File: src/rtl/core/ocpl_pkg.sv
package ocpl_pkg;

	localparam int CHANNELS = 3;
	localparam int CH_W = 2;
	localparam int DUTY_W = 7;
	localparam int CUR_W = 16;
	localparam int TIME_W = 32;
	localparam int LIMIT_W = 15;
	localparam int HYST_W = 7;
	localparam int DIVIDEND_W = LIMIT_W + DUTY_W;
	localparam int DIV_STEPS = DIVIDEND_W;
	localparam int STEP_W = $clog2(DIV_STEPS);
	localparam int ADDR_W = 4;

	localparam logic [1:0] REG_LIMIT = 2'd0;
	localparam logic [1:0] REG_TIMEOUT = 2'd1;
	localparam logic [1:0] REG_HYST = 2'd2;

	localparam logic [LIMIT_W-1:0] LIMIT_RST = LIMIT_W'(1000);
	localparam logic [TIME_W-1:0] TIMEOUT_RST = TIME_W'(1000);
	localparam logic [HYST_W-1:0] HYST_RST = HYST_W'(5);

	typedef enum logic [1:0] {
		MODE_NORMAL = 2'd0,
		MODE_OVERCURRENT = 2'd1,
		MODE_LIMIT = 2'd2
	} mode_t;

	typedef enum logic [2:0] {
		ST_IDLE,
		ST_MUL,
		ST_DSTART,
		ST_DIV,
		ST_UPD
	} st_t;

	typedef struct packed {
		logic start;
		logic [DIVIDEND_W-1:0] dividend;
		logic [CUR_W-1:0] divisor;
	} div_req_t;

	typedef struct packed {
		logic done;
		logic [DUTY_W-1:0] quotient;
	} div_rsp_t;

endpackage

File: src/rtl/core/ocpl_div.sv
module ocpl_div
	import ocpl_pkg::*;
(
	input  logic     clk,
	input  logic     arst_n,
	input  div_req_t req,
	output div_rsp_t rsp
);

	logic                  busy_q;
	logic                  done_q;
	logic [STEP_W-1:0]     cnt_q;
	logic [CUR_W-1:0]      rem_q;
	logic [DIVIDEND_W-1:0] quo_q;
	logic [CUR_W-1:0]      divisor_q;
	logic [CUR_W-1:0]      shifted;
	logic [CUR_W:0]        diff;

	assign shifted = {rem_q[CUR_W-2:0], quo_q[DIVIDEND_W-1]};
	assign diff = {1'b0, shifted} - {1'b0, divisor_q};

	always_ff @(posedge clk or negedge arst_n) begin
		if (!arst_n) begin
			busy_q <= 1'b0;
			done_q <= 1'b0;
			cnt_q <= '0;
		end else begin
			done_q <= 1'b0;
			if (req.start) begin
				busy_q <= 1'b1;
				cnt_q <= '0;
			end else if (busy_q) begin
				cnt_q <= cnt_q + 1'b1;
				if (cnt_q == STEP_W'(DIV_STEPS - 1)) begin
					busy_q <= 1'b0;
					done_q <= 1'b1;
				end
			end
		end
	end

	always_ff @(posedge clk) begin
		if (req.start) begin
			rem_q <= '0;
			quo_q <= req.dividend;
			divisor_q <= req.divisor;
		end else if (busy_q) begin
			if (!diff[CUR_W]) begin
				rem_q <= diff[CUR_W-1:0];
				quo_q <= {quo_q[DIVIDEND_W-2:0], 1'b1};
			end else begin
				rem_q <= shifted;
				quo_q <= {quo_q[DIVIDEND_W-2:0], 1'b0};
			end
		end
	end

	assign rsp.done = done_q;
	assign rsp.quotient = quo_q[DUTY_W-1:0];

endmodule

File: src/rtl/core/overcurrent_pwm_limiter_top.sv
// Over-current duty limiter for three heater channels.
// Input words arrive on the s_ stream: channel, commanded duty, signed current
// in milliamps and a millisecond time stamp. Each accepted word yields exactly
// one result word on the m_ stream: channel, duty to apply and channel mode.
// The block takes one word at a time and s_tready is low while it works, so a
// new word is accepted only after the previous result has been registered.
// A word that does not trip the limit passes through the multiply and update
// states to the result register; a word that trips it also runs the 22-step
// bit-serial divider that forms floor(limit * duty / current).
// The result sits in an output register, so a new word is accepted while the
// previous result still waits; if the receiver holds m_tready low, the block
// holds the next result in its final step until the register is free.
// Limit, timeout and hysteresis are written over APB; the user must write
// them only while idle, as the block does not enforce it. Reset clears every
// channel to normal mode with zero safe duty and start time, and loads the
// registers with limit 1000 mA, timeout 1000 ms and a hysteresis of 5.
module overcurrent_pwm_limiter_top
	import ocpl_pkg::*;
(
	input  logic              clk,
	input  logic              arst_n,
	input  logic              s_tvalid,
	output logic              s_tready,
	input  logic [63:0]       s_tdata,  // channel, commanded_duty, current_ma, now_ms
	output logic              m_tvalid,
	input  logic              m_tready,
	output logic [15:0]       m_tdata,  // channel_out, duty_out, mode
	input  logic              psel,
	input  logic              penable,
	input  logic              pwrite,
	input  logic [ADDR_W-1:0] paddr,
	input  logic [31:0]       pwdata,
	output logic [31:0]       prdata,
	output logic              pready
);

	st_t state_q, state_d;

	logic [LIMIT_W-1:0] limit_q;
	logic [TIME_W-1:0]  timeout_q;
	logic [HYST_W-1:0]  hyst_q;

	logic [CH_W-1:0]       ch_q;
	logic [DUTY_W-1:0]     duty_q;
	logic [CUR_W-1:0]      cur_q;
	logic [TIME_W-1:0]     now_q;
	logic [DIVIDEND_W-1:0] prod_q;
	logic                  trig_q;
	logic [DUTY_W-1:0]     quot_q;

	logic                 oc_q  [CHANNELS];
	logic                 lim_q [CHANNELS];
	logic [DUTY_W-1:0]    sd_q  [CHANNELS];
	logic [TIME_W-1:0]    st_q  [CHANNELS];

	logic                 m_valid_q;
	logic [15:0]          m_data_q;

	div_req_t div_req;
	div_rsp_t div_rsp;

	logic              accept;
	logic              cfg_wr;
	logic              ch_ok;
	logic [CH_W-1:0]   idx;
	logic              oc0, lim0, oc1, oc2, lim2, oc3, lim3;
	logic              trig;
	logic [DUTY_W-1:0] sd1;
	logic [TIME_W-1:0] st1;
	logic [TIME_W-1:0] elapsed;
	logic              tmo;
	logic signed [DUTY_W:0] floor_duty;
	logic              clr;
	logic              out_free;
	logic              upd;
	logic [DUTY_W-1:0] res_duty;
	mode_t             res_mode;

	ocpl_div u_div (
		.clk    (clk),
		.arst_n (arst_n),
		.req    (div_req),
		.rsp    (div_rsp)
	);

	assign pready = 1'b1;
	assign cfg_wr = psel && penable && pwrite && pready;

	always_ff @(posedge clk or negedge arst_n) begin
		if (!arst_n) begin
			limit_q <= LIMIT_RST;
			timeout_q <= TIMEOUT_RST;
			hyst_q <= HYST_RST;
		end else if (cfg_wr) begin
			unique case (paddr[3:2])
				REG_LIMIT:   limit_q <= pwdata[LIMIT_W-1:0];
				REG_TIMEOUT: timeout_q <= pwdata[TIME_W-1:0];
				REG_HYST:    hyst_q <= pwdata[HYST_W-1:0];
				default: ;
			endcase
		end
	end

	always_comb begin
		unique case (paddr[3:2])
			REG_LIMIT:   prdata = {{(32-LIMIT_W){1'b0}}, limit_q};
			REG_TIMEOUT: prdata = timeout_q;
			REG_HYST:    prdata = {{(32-HYST_W){1'b0}}, hyst_q};
			default:     prdata = '0;
		endcase
	end

	assign s_tready = (state_q == ST_IDLE);
	assign accept = s_tvalid && s_tready;
	assign out_free = !m_valid_q || m_tready;

	assign ch_ok = (int'(ch_q) < CHANNELS);
	assign idx = ch_ok ? ch_q : '0;
	assign oc0 = oc_q[idx];
	assign lim0 = lim_q[idx];
	assign trig = ($signed(cur_q) > $signed({1'b0, limit_q})) && !oc0 && !lim0;

	always_comb begin
		state_d = state_q;
		div_req.start = 1'b0;
		div_req.dividend = prod_q;
		div_req.divisor = cur_q;
		upd = 1'b0;
		unique case (state_q)
			ST_IDLE:   if (accept) state_d = ST_MUL;
			ST_MUL:    state_d = (trig && ch_ok) ? ST_DSTART : ST_UPD;
			ST_DSTART: begin
				div_req.start = 1'b1;
				state_d = ST_DIV;
			end
			ST_DIV:    if (div_rsp.done) state_d = ST_UPD;
			ST_UPD: begin
				if (out_free) begin
					upd = 1'b1;
					state_d = ST_IDLE;
				end
			end
			default:   state_d = ST_IDLE;
		endcase
	end

	always_ff @(posedge clk or negedge arst_n) begin
		if (!arst_n) begin
			state_q <= ST_IDLE;
		end else begin
			state_q <= state_d;
		end
	end

	always_ff @(posedge clk) begin
		if (accept) begin
			ch_q <= s_tdata[1:0];
			duty_q <= s_tdata[8:2];
			cur_q <= s_tdata[24:9];
			now_q <= s_tdata[56:25];
		end
		if (state_q == ST_MUL) begin
			prod_q <= DIVIDEND_W'(limit_q * duty_q);
			trig_q <= trig && ch_ok;
			quot_q <= '0;
		end
		if (div_rsp.done) begin
			quot_q <= div_rsp.quotient;
		end
	end

	always_comb begin
		oc1 = oc0 || trig_q;
		sd1 = trig_q ? quot_q : sd_q[idx];
		st1 = trig_q ? now_q : st_q[idx];
		elapsed = now_q - st1;
		tmo = oc1 && (elapsed > timeout_q);
		oc2 = oc1 && !tmo;
		lim2 = lim0 || tmo;
		floor_duty = $signed({1'b0, sd1}) - $signed({1'b0, hyst_q});
		clr = (oc2 || lim2) &&
			(($signed({1'b0, duty_q}) < floor_duty) || (duty_q == '0));
		oc3 = oc2 && !clr;
		lim3 = lim2 && !clr;
		res_duty = duty_q;
		res_mode = MODE_NORMAL;
		if (ch_ok) begin
			if (lim3) begin
				res_duty = sd1;
				res_mode = MODE_LIMIT;
			end else if (oc3) begin
				res_mode = MODE_OVERCURRENT;
			end
		end
	end

	always_ff @(posedge clk or negedge arst_n) begin
		if (!arst_n) begin
			for (int i = 0; i < CHANNELS; i++) begin
				oc_q[i] <= 1'b0;
				lim_q[i] <= 1'b0;
				sd_q[i] <= '0;
				st_q[i] <= '0;
			end
		end else if (upd && ch_ok) begin
			oc_q[idx] <= oc3;
			lim_q[idx] <= lim3;
			sd_q[idx] <= sd1;
			st_q[idx] <= st1;
		end
	end

	always_ff @(posedge clk or negedge arst_n) begin
		if (!arst_n) begin
			m_valid_q <= 1'b0;
		end else if (upd) begin
			m_valid_q <= 1'b1;
		end else if (m_tready) begin
			m_valid_q <= 1'b0;
		end
	end

	always_ff @(posedge clk) begin
		if (upd) begin
			m_data_q <= {5'd0, res_mode, res_duty, ch_q};
		end
	end

	assign m_tvalid = m_valid_q;
	assign m_tdata = m_data_q;

endmodule

File: config.mk
export PLATFORM = sky130hd
export DESIGN_NAME = overcurrent_pwm_limiter_top
export DESIGN_NICKNAME = d
export VERILOG_FILES = /design/src/rtl/core/ocpl_pkg.sv /design/src/rtl/core/ocpl_div.sv /design/src/rtl/core/overcurrent_pwm_limiter_top.sv
export SDC_FILE = /design/constraint.sdc
export NUM_CORES = 1
export LEC_CHECK = 0
export BUFFER_PORTS_ARGS = -buffer_cell sky130_fd_sc_hd__clkbuf_2
export CAP_MARGIN = 20
export CORE_ASPECT_RATIO = 0.75
export CORE_UTILIZATION = 30
export DETAILED_ROUTE_END_ITERATION = 7
export GPL_TIMING_DRIVEN = 0
export RECOVER_POWER = 50
export SKIP_LAST_GASP = 1
export SYNTH_ARGS = -nofsm -noshare
export SYNTH_HDL_FRONTEND = slang
export SYNTH_HIERARCHICAL = 1
export SYNTH_SLANG_ARGS = --single-unit
File: constraint.sdc
create_clock -name clk -period 7.7 [get_ports clk]
set_clock_uncertainty 0.1 [all_clocks]
set_input_delay 0.77 -clock clk [delete_from_list [all_inputs] [get_ports clk]]
set_output_delay 0.77 -clock clk [all_outputs]
set_load 0.02 [all_outputs]
==> results of run 1 <==
[power by group through the flow]
stage	Clock [mW]	Sequential, mW	Combinational, mW
after global placement	0	3.29	7.24
final	1.95	3.28	7.59
after CTS	2.01	3.27	7.55
after floorplan	0	3.16	5.56
after global routing	2.08	3.35	8.51
after detailed placement	0	3.30	7.46
[cell families (layout without fill, tap and decap cells)]
kind of cell / count (synthesis) / in the layout
and+or+nand+nor: 621 / 621
AOI/OAI and AO/OA: 490 / 490
DFF: 339 / 339
buffers and inverters: 282 / 503
adders and majority gates: 221 / 221
muxes: 100 / 100
xor gates and xnor gates: 61 / 61
other: 2 / 7
[metal layers]
metal | track usage, % | share of wire, % | vias to the layer above
li1 | - | - | 7620
met3 | 3.88 | 8.2 | 98
met4 | 5.11 | 2.5 | 6
met2 | 24.7 | 41 | 625
met5 | 0 | 0.068 | -
met1 | 26.4 | 48 | 8060
[worst max-delay path, stage by stage (launching register included)]
cell and delay [ps]:
edfxtp_1 510, inv_1 130, ha_2 310, clkbuf_4 360
mux2i_1 220, o21ai_0 90, mux2i_1 270, ha_1 360
a211oi_2 280, o21ai_1 190, a211oi_2 360, o31ai_2 160
a311oi_2 400, and2b_1 250, nor3_1 90, o41a_1 390
xor2_1 170, ha_1 300, nand4_1 160, or3_1 390
o21ai_0 160, a22oi_1 120, o21ai_2 210, a21oi_4 130
or3_1 360, inv_2 180, mux2_2 440
[sequential cells by signal, indices dropped and copies added, names as in the netlist, 5 cells and up]
name / flops
cur_q: 16
duty_q: 7
hyst_q: 7
limit_q: 15
m_tdata: 11
now_q: 32
prod_q: 22
quot_q: 7
sd_q: 21
st_q: 96
timeout_q: 32
u_div/cnt_q: 5
u_div/divisor_q: 16
u_div/quo_q: 22
u_div/rem_q: 15
[layout make-up]
type | instances | area, um^2 | share of cell area [%]
Inverter | 171 | 642 | 2.66
Multi-Input combinational cell | 1499 | 10700 | 44.3
Clock buffer | 55 | 1090 | 4.50
Sequential cell | 339 | 9110 | 37.7
Timing Repair Buffer | 152 | 761 | 3.15
Tap cell | 892 | 1120 | 4.62
Buffer | 109 | 518 | 2.15
Clock inverter | 16 | 228 | 0.943
Antenna cell | 1 | 2.50 | 0.0104
[repair_timing]
action,4_1_cts,5_1_grt
setup endpoints to repair,15,8
pin swaps,0,2
buffers inserted,0,7
gates resized for setup,21,27
gates cloned,0,0
[cells in the final DEF (no fill, tap or decap), drive strengths merged, types with 67 or more instances in the layout]
| cell type | Yosys | layout |
|---|---|---|
| nand2 | 310 | 310 |
| clkbuf | 86 | 285 |
| o21ai | 219 | 219 |
| dfrtp | 174 | 174 |
| inv | 171 | 174 |
| ha | 154 | 154 |
| nor2 | 141 | 141 |
| a21oi | 139 | 139 |
| edfxtp | 136 | 136 |
| fa | 67 | 67 |
[stage by stage]
stage               utilization, %  cells
floorplan                        -   2120
global route                  35.2   3233
CTS                           35.2   3226
global placement              33.1   3152
finish                        35.2   3234
detailed placement            33.2   3157
[worst paths after layout]
check	slack [ps]	cells after the start	startpoint	endpoint
worst max-delay path	320	26	ch_q[1]	m_tdata[4]
worst min-delay path	270	1	s_tdata[5]	duty_q[3]
worst max register to register	320	26	ch_q[1]	m_tdata[4]
worst min register to register	380	2	st_q[43]	st_q[43]
max in group asynchronous	1530	2	arst_n	timeout_q[19]
min in group asynchronous	1520	1	arst_n	u_div/cnt_q[2]
==> results.yml, run 1 <==
outcome:
  status: "complete, but fails checks"
  violations: "capacitance limit, slew limit"
sta:
  fmax_mhz: 135
  worst_hold_slack_ps: 273
  finalHoldViolCount: 0
  period_share_pct: 95.9
  tightestPinTransition_ps: 4140
  final-setup-viol-count: 0
  fin_tns_setup_ps: 0
  final_max_slew_viol_count: 191
  timing.slew.headroom_pct: -176
  layout_setup_ws_ps: 318
  finalCriticalPeriod_ps: 7380
floorplan:
  start_util_pct: 30.4
  die_area_um2: 70500
  io_pins: 158
  row_count: 83
  die_h_um: 230
  die_x_um: 306
  core_area_um2: 68500
global_routing:
  overflow: 0
  grt_usage_pct: 17.5
  grt_pass1_vias: 15969
  grt_max_degree: 114
  grt_pass1_wl_mm: 94.9
  grt_antenna_before_repair: 6
synth:
  synth_compound_area_share_pct: 14.2
  synth.yosys.seq_area_share_pct: 43.7
  synth_top_cell_area_share_pct: 20.9
  ys_ff_latch: 339
  yosys.area_share.xor_xnor_pct: 2.56
  yosysMostFrequentCell: "nand2_1"
  async_flop_share_pct: 55.5
  synth_top_cell_by_area: "dfrtp_1"
  synth.area.top_cells: "dfrtp_1 (21%), edfxtp_1 (20%), ha_1 (9.2%), fa_1 (6.4%), nand2_1 (5.6%)"
  synthDistinctLibCells: 82
  synthTopCellsByCount: "nand2_1 (310), o21ai_0 (211), dfrtp_1 (174)"
  muxShareOfSynthArea_pct: 5.06
  syn_inst: 2116
  synth-main-ff-cell: "dfrtp_1"
  synth_top_family_by_area: "adder cells"
  ys_warn_count: 6
  synthAdderAreaFrac_pct: 15.7
  synth-edff-count: 136
  synth-simple-area-share_pct: 13.4
  syn_area_um2: 20800
  syn_avg_cell_area_um2: 9.85
routing:
  vias_per_cell: 5.07
  drt_first_pass_iters: 5
  wire_per_inst_um: 19.2
  num_vias: 16409
  routed_wl_mm: 62.1
  antenna_left: 0
  drt_iter0_drc: 1369
  post-route-drc-count: 0
critical_path:
  crit_required_ps: 7890
  criticalPathCategory: "reg -> reg"
  path_max_fanout: 10
  worst_setup_path_end_kind: "flip-flop"
  start_kind: "flip-flop"
  cp.arrival_ps: 7570
clock_network:
  cts_root_buf: "clkbuf_16"
  cts_tree: "done"
  cts_buffers: 39
  clockBufferDepth: 3
  hold_buffers: 0
  cts.clk_slew.worst_paths_ps: 60
  clk_latency_ps: 570
  clkSinkCount: 339
  htreeDepth: 2
placement:
  dp_slack_ps: -1110
  gp_congestion: 0.880
  placed_cell_area_um2: 22800
  port_buffers: 140
  dp_hpwl_mm: 47.5
pwr:
  p_sw_share_pct: 44.3
  p_leak_nw: 10.6
  ir_drop_v: 0.000609
  seq_power_share_pct: 25.6
  p_sw_mw: 5.68
  power_density_nw_per_um2: 531
  power_mw: 12.8
  clockPowerShare_pct: 15.2
  internal-power_mw: 7.14
  comb_power_share_pct: 59.2
layout:
  area_delta_synth_final_pct: 15.9
  fillers: 6947
  nNetsFinal: 2639
  drive_above_1_share_pct: 13.7
  design_area_um2: 24100
hold_path:
  min_path_type: "in -> reg"
flow_run:
  max_cap_viol_count: 2
Note: power is estimated with default switching activity, not from simulation.
==> inputs of run 2 (changes only) <==
--- a/config.mk
+++ b/config.mk
@@ -17,3 +17,2 @@
 export SYNTH_HDL_FRONTEND = slang
-export SYNTH_HIERARCHICAL = 1
 export SYNTH_SLANG_ARGS = --single-unit
==> constraint.sdc (replaced) <==
create_clock -name clk -period 7.22 [get_ports clk]
set_clock_uncertainty 0.1 [all_clocks]
set_input_delay 0.722 -clock clk [delete_from_list [all_inputs] [get_ports clk]]
set_output_delay 0.722 -clock clk [all_outputs]
set_load 0.01 [all_outputs]
==> results.yml, run 2 <==
floorplan:
  start_util_pct: 30.6
  core_area_um2: 67400
  die_h_um: 229
  die_area_um2: 69800
  row_count: 82
  die_x_um: 305
  io_pins: 158
global_routing:
  grt_pass1_wl_mm: 91.0
  grt_antenna_before_repair: 11
  grt_max_degree: 100
  overflow: 0
  grt_usage_pct: 16.7
  grt_pass1_vias: 15836
synth:
  syn_avg_cell_area_um2: 9.73
  synth_top_cell_area_share_pct: 21.1
  synthTopCellsByCount: "nand2_1 (346), o21ai_0 (208), dfrtp_1 (174)"
  syn_area_um2: 20600
  synthDistinctLibCells: 62
  ys_warn_count: 0
  yosysMostFrequentCell: "nand2_1"
  synth.yosys.seq_area_share_pct: 44.1
  synth-main-ff-cell: "dfrtp_1"
  synth_top_cell_by_area: "dfrtp_1"
  synth-edff-count: 136
  ys_ff_latch: 339
  async_flop_share_pct: 55.5
  syn_inst: 2121
  synth.area.top_cells: "dfrtp_1 (21%), edfxtp_1 (20%), ha_1 (9.3%), fa_1 (6.5%), nand2_1 (6.3%)"
outcome:
  violations: "capacitance limit, slew limit"
  status: "complete, but fails checks"
sta:
  grt_setup_unrepaired: "true"
  finalCriticalPeriod_ps: 7120
  tightestPinTransition_ps: 5170
  final-setup-viol-count: 0
  fmax_mhz: 140
  final_max_slew_viol_count: 91
  finalHoldViolCount: 0
  period_share_pct: 98.6
  timing.slew.headroom_pct: -244
placement:
  port_buffers: 142
  gp_congestion: 0.861
  dp_hpwl_mm: 44.7
routing:
  antenna_left: 0
  vias_per_cell: 5.03
  num_vias: 16320
  drt_iter0_drc: 1246
  drt_first_pass_iters: 8
  routed_wl_mm: 59.0
  wire_per_inst_um: 18.2
  post-route-drc-count: 0
clock_network:
  cts_root_buf: "clkbuf_16"
  hold_buffers: 0
  clockBufferDepth: 3
  clk_latency_ps: 580
  clkSinkCount: 339
  cts_buffers: 40
  cts.clk_slew.worst_paths_ps: 60
  cts_tree: "done"
  htreeDepth: 2
critical_path:
  start_kind: "flip-flop"
  max_stage_delay_ps: 510
  crit_required_ps: 7410
  path_max_fanout: 8
  cp.arrival_ps: 7310
  criticalPathCategory: "reg -> reg"
  worst_setup_path_end_kind: "flip-flop"
  critPathSlowestCell: "edfxtp_1"
pwr:
  power_mw: 12.7
  ir_drop_v: 0.000311
  p_leak_nw: 10.9
  power_density_nw_per_um2: 525
flow_run:
  max_cap_viol_count: 1
layout:
  area_delta_synth_final_pct: 17.5
  final_common_cell: "nand2_1"
  drive_above_1_share_pct: 13.6
  ff_latch_area_um2: 9110
  fillers: 6677
  fin_util_pct: 36.0
  multiInputGateArea_um2: 10700
  top_regs: "st_q x96, now_q x32, timeout_q x32"
  nNetsFinal: 2657
  final_cell_mix: "nand2_1 (346), o21ai_0 (206), dfrtp_1 (174), inv_1 (161), ha_1 (147)"
  top_register: "st_q"
  largest_reg_flops: 96
hold_path:
  min_path_type: "in -> reg"
[run 2: cell types whose count changed in the layout (fill, tap and decap cells not counted), moves of 6 or more]
| cell | before | now |
|---|---|---|
| nor3b_1 | 10 | 3 |
| nand2b_1 | 11 | 19 |
| a21oi_1 | 130 | 123 |
| nand2_1 | 310 | 346 |
| mux2i_1 | 60 | 73 |
| a311oi_2 | 8 | 0 |
| mux2_2 | 39 | 30 |
| and2_1 | 47 | 38 |
| inv_1 | 170 | 161 |
| clkbuf_4 | 6 | 0 |
| nor2b_1 | 14 | 22 |
| a21oi_2 | 5 | 11 |
[run 2: through the flow]
stage	cell area (um^2)	std cells	worst slack, ps	hold WS (ps)	setup TNS (ps)
final	24200	3245	101	215	0
after global routing	24200	3242	-102	203	-598
after CTS	24000	3228	11.9	150	0
after detailed placement	22600	3153	-1710	347	-19950
after global placement	22500	3149	-1540	354	-17690
after floorplan	20600	2125	434	326	0
[run 2: kinds of logic (layout without fill, tap and decap cells)]
group | count (synthesis) | in the layout | share of synthesized area, %
muxes | 106 | 106 | 5.34
adders and majority gates | 221 | 221 | 15.8
buffers and inverters | 269 | 504 | 5.01
AOI/OAI and AO/OA | 461 | 461 | 12.9
and+or+nand+nor | 658 | 658 | 14.0
other | 2 | 9 | 0.0364
xor gates and xnor gates | 65 | 65 | 2.76
DFF | 339 | 339 | 44.1
[run 2: layout make-up]
type,count,area share (%)
Antenna cell,3,0.0310
Buffer,103,2.06
Clock buffer,52,4.53
Clock inverter,21,0.800
Inverter,164,2.55
Multi-Input combinational cell,1517,44.1
Sequential cell,339,37.6
Tap cell,882,4.55
Timing Repair Buffer,164,3.77
[run 2: what timing repair did]
item,4_1_cts,5_1_grt
gates resized for setup,39,48
pin swaps,3,25
setup endpoints to repair,15,15
endpoints found under the hold margin,0,0
buffers inserted,4,13
[run 2: routing by layer]
metal / up-vias / track usage [%] / wire length [um] / share of wire [%]
li1: 7647 / - / - / -
met1: 8031 / 25.0 / 28800 / 49
met2: 536 / 23.6 / 24100 / 41
met3: 92 / 4.00 / 4830 / 8.2
met4: 14 / 4.58 / 1190 / 2.0
met5: - / 0 / 90 / 0.15
[run 2: path summary, 6_finish.rpt]
check | startpoint | end | slack (ps) | cells after the start
setup / recovery | ch_q[0] | m_tdata[6] | 100 | 29
hold / removal | s_tdata[28] | now_q[3] | 220 | 1
setup reg to reg | ch_q[0] | m_tdata[6] | 100 | 29
hold reg to reg | cur_q[13] | u_div.divisor_q[13] | 360 | 0
max in group asynchronous | arst_n | timeout_q[1] | 2180 | 1
min in group asynchronous | arst_n | st_q[29] | 1950 | 1
[run 2: critical path: cells and delay by family (launching register included)]
family | cells | cell delay [ps]
mux | 2 | 440
fa+ha+maj | 4 | 1130
xor+xnor | 1 | 100
compound gates | 11 | 3030
buf+inv | 5 | 600
flops | 1 | 510
simple gates | 6 | 910
[run 2: where the power goes]
group          internal, mW  total, mW  switching [mW]
Combinational          3.08       7.33            4.25
Sequential             2.97       3.38           0.415
Clock                  1.16       2.01           0.858
==> inputs of run 3 (changes only) <==
- SETUP_SLACK_MARGIN: default -> 0.15
==> results.yml, run 3 (same netlist as run 2, synthesis figures left out) <==
routing:
  wire_per_inst_um: 18.2
  num_vias: 16391
  routed_wl_mm: 59.2
  antenna_left: 0
  post-route-drc-count: 0
  drt_iter0_drc: 1235
  drt_first_pass_iters: 5
  vias_per_cell: 5.04
clock_network:
  clockBufferDepth: 3
  cts_buffers: 40
  clk_latency_ps: 580
  clkSinkCount: 339
  cts.clk_slew.worst_paths_ps: 60
  cts_tree: "done"
  cts_root_buf: "clkbuf_16"
  htreeDepth: 2
  hold_buffers: 0
global_routing:
  grt_max_degree: 100
  grt_pass1_wl_mm: 91.4
  grt_usage_pct: 16.7
  grt_antenna_before_repair: 11
  grt_pass1_vias: 15927
  overflow: 0
sta:
  grt_setup_unrepaired: "true"
  final_max_slew_viol_count: 91
  fmax_mhz: 141
  period_share_pct: 98.4
  fin_tns_setup_ps: 0
  tightestPinTransition_ps: 5180
  finalCriticalPeriod_ps: 7110
  timing.slew.headroom_pct: -245
  finalHoldViolCount: 0
  final-setup-viol-count: 0
floorplan:
  row_count: 82
  die_area_um2: 69800
  core_area_um2: 67400
  start_util_pct: 30.6
  die_x_um: 305
  die_h_um: 229
  io_pins: 158
pwr:
  p_leak_nw: 11.0
  ir_drop_v: 0.000311
  power_density_nw_per_um2: 525
layout:
  final_common_cell: "nand2_1"
  top_register: "st_q"
  final_cell_mix: "nand2_1 (346), o21ai_0 (207), dfrtp_1 (174), inv_1 (162), ha_1 (149)"
  area_delta_synth_final_pct: 17.9
  largest_reg_flops: 96
  nNetsFinal: 2667
  drive_above_1_share_pct: 13.9
  top_regs: "st_q x96, now_q x32, timeout_q x32"
  fin_util_pct: 36.1
critical_path:
  rr_startpoint: "ch_q[0]"
  max_stage_delay_ps: 500
  crit_required_ps: 7420
  start_kind: "flip-flop"
  path_max_fanout: 8
  r2r_slack_ps: 110
  critPathSlowestCell: "edfxtp_1"
  cp.arrival_ps: 7300
  criticalPathCategory: "reg -> reg"
  cp-startpoint: "ch_q[0]"
  worst_setup_path_end_kind: "flip-flop"
placement:
  dp_hpwl_mm: 44.7
  gp_congestion: 0.861
  port_buffers: 142
outcome:
  status: "complete, but fails checks"
  violations: "capacitance limit, slew limit"
hold_path:
  min_from: "s_tdata[28]"
  min_path_type: "in -> reg"
flow_run:
  max_cap_viol_count: 1
-- run 3: report_power, final --
part / leakage [nW] / switching, mW / internal (mW)
Sequential: 3.81 / 0.414 / 2.97
Combinational: 6.53 / 4.26 / 3.11
Clock: 0.634 / 0.861 / 1.16
Total: 11.0 / 5.54 / 7.23
-- run 3: worst paths after layout --
| path | end | cells after the start |
|---|---|---|
| hold / removal | now_q[3] | 1 |
| setup / recovery | m_tdata[6] | 30 |
| setup reg to reg | m_tdata[6] | 30 |
| hold reg to reg | u_div.divisor_q[13] | 0 |
| min in group asynchronous | st_q[29] | 1 |
| max in group asynchronous | u_div.cnt_q[0] | 1 |
-- run 3: what timing repair did --
| item | in CTS | in global routing |
|---|---|---|
| gates cloned | 0 | 0 |
| buffers inserted | 10 | 15 |
| pin swaps | 13 | 21 |
| resized for setup | 56 | 28 |
| setup endpoints to repair | 15 | 15 |
-- run 3: critical path, delay by kind of cell, from the launching register on --
family	cells	cell delay, ps
AO/OA/AOI/OAI	11	3000
XOR/XNOR	1	100
adder cells (fa/ha/maj)	4	1090
buffers and inverters	6	730
flip-flops	1	500
multiplexers	2	440
AND/OR/NAND/NOR	6	870
-- run 3: per-layer routing --
metal / GRT usage, % / part of all wire [%]
met1: 25.0 / 49
met2: 23.8 / 41
met3: 4.05 / 8.0
met4: 4.59 / 2.0
met5: 0 / 0.15
-- run 3: cell type report --
| type | count | area [um^2] |
|---|---|---|
| antenna | 3 | 7.51 |
| buffer | 105 | 510 |
| clock buffer | 52 | 1100 |
| clock inverter | 21 | 194 |
| fill | 6665 | 43100 |
| inverter | 164 | 618 |
| multi-input combinational | 1517 | 10700 |
| sequential | 339 | 9110 |
| tap | 882 | 1100 |
| timing repair buffer | 172 | 976 |
-- run 3: stage by stage --
| stage | cell area (um^2) | std cells | hold slack, ps | setup WS, ps | power [mW] |
|---|---|---|---|---|---|
| 6_report | 24300 | 3255 | 215 | 114 | 12.8 |
| 3_5_place_dp | 22600 | 3153 | 347 | -1710 | 10.3 |
| 3_3_place_gp | 22500 | 3149 | 354 | -1540 | 10.0 |
| 2_1_floorplan | 20600 | 2125 | 326 | 434 | 8.48 |
| 4_1_cts | 24100 | 3236 | 150 | 155 | 12.7 |
| 5_1_grt | 24300 | 3252 | 202 | -100 | 13.8 |
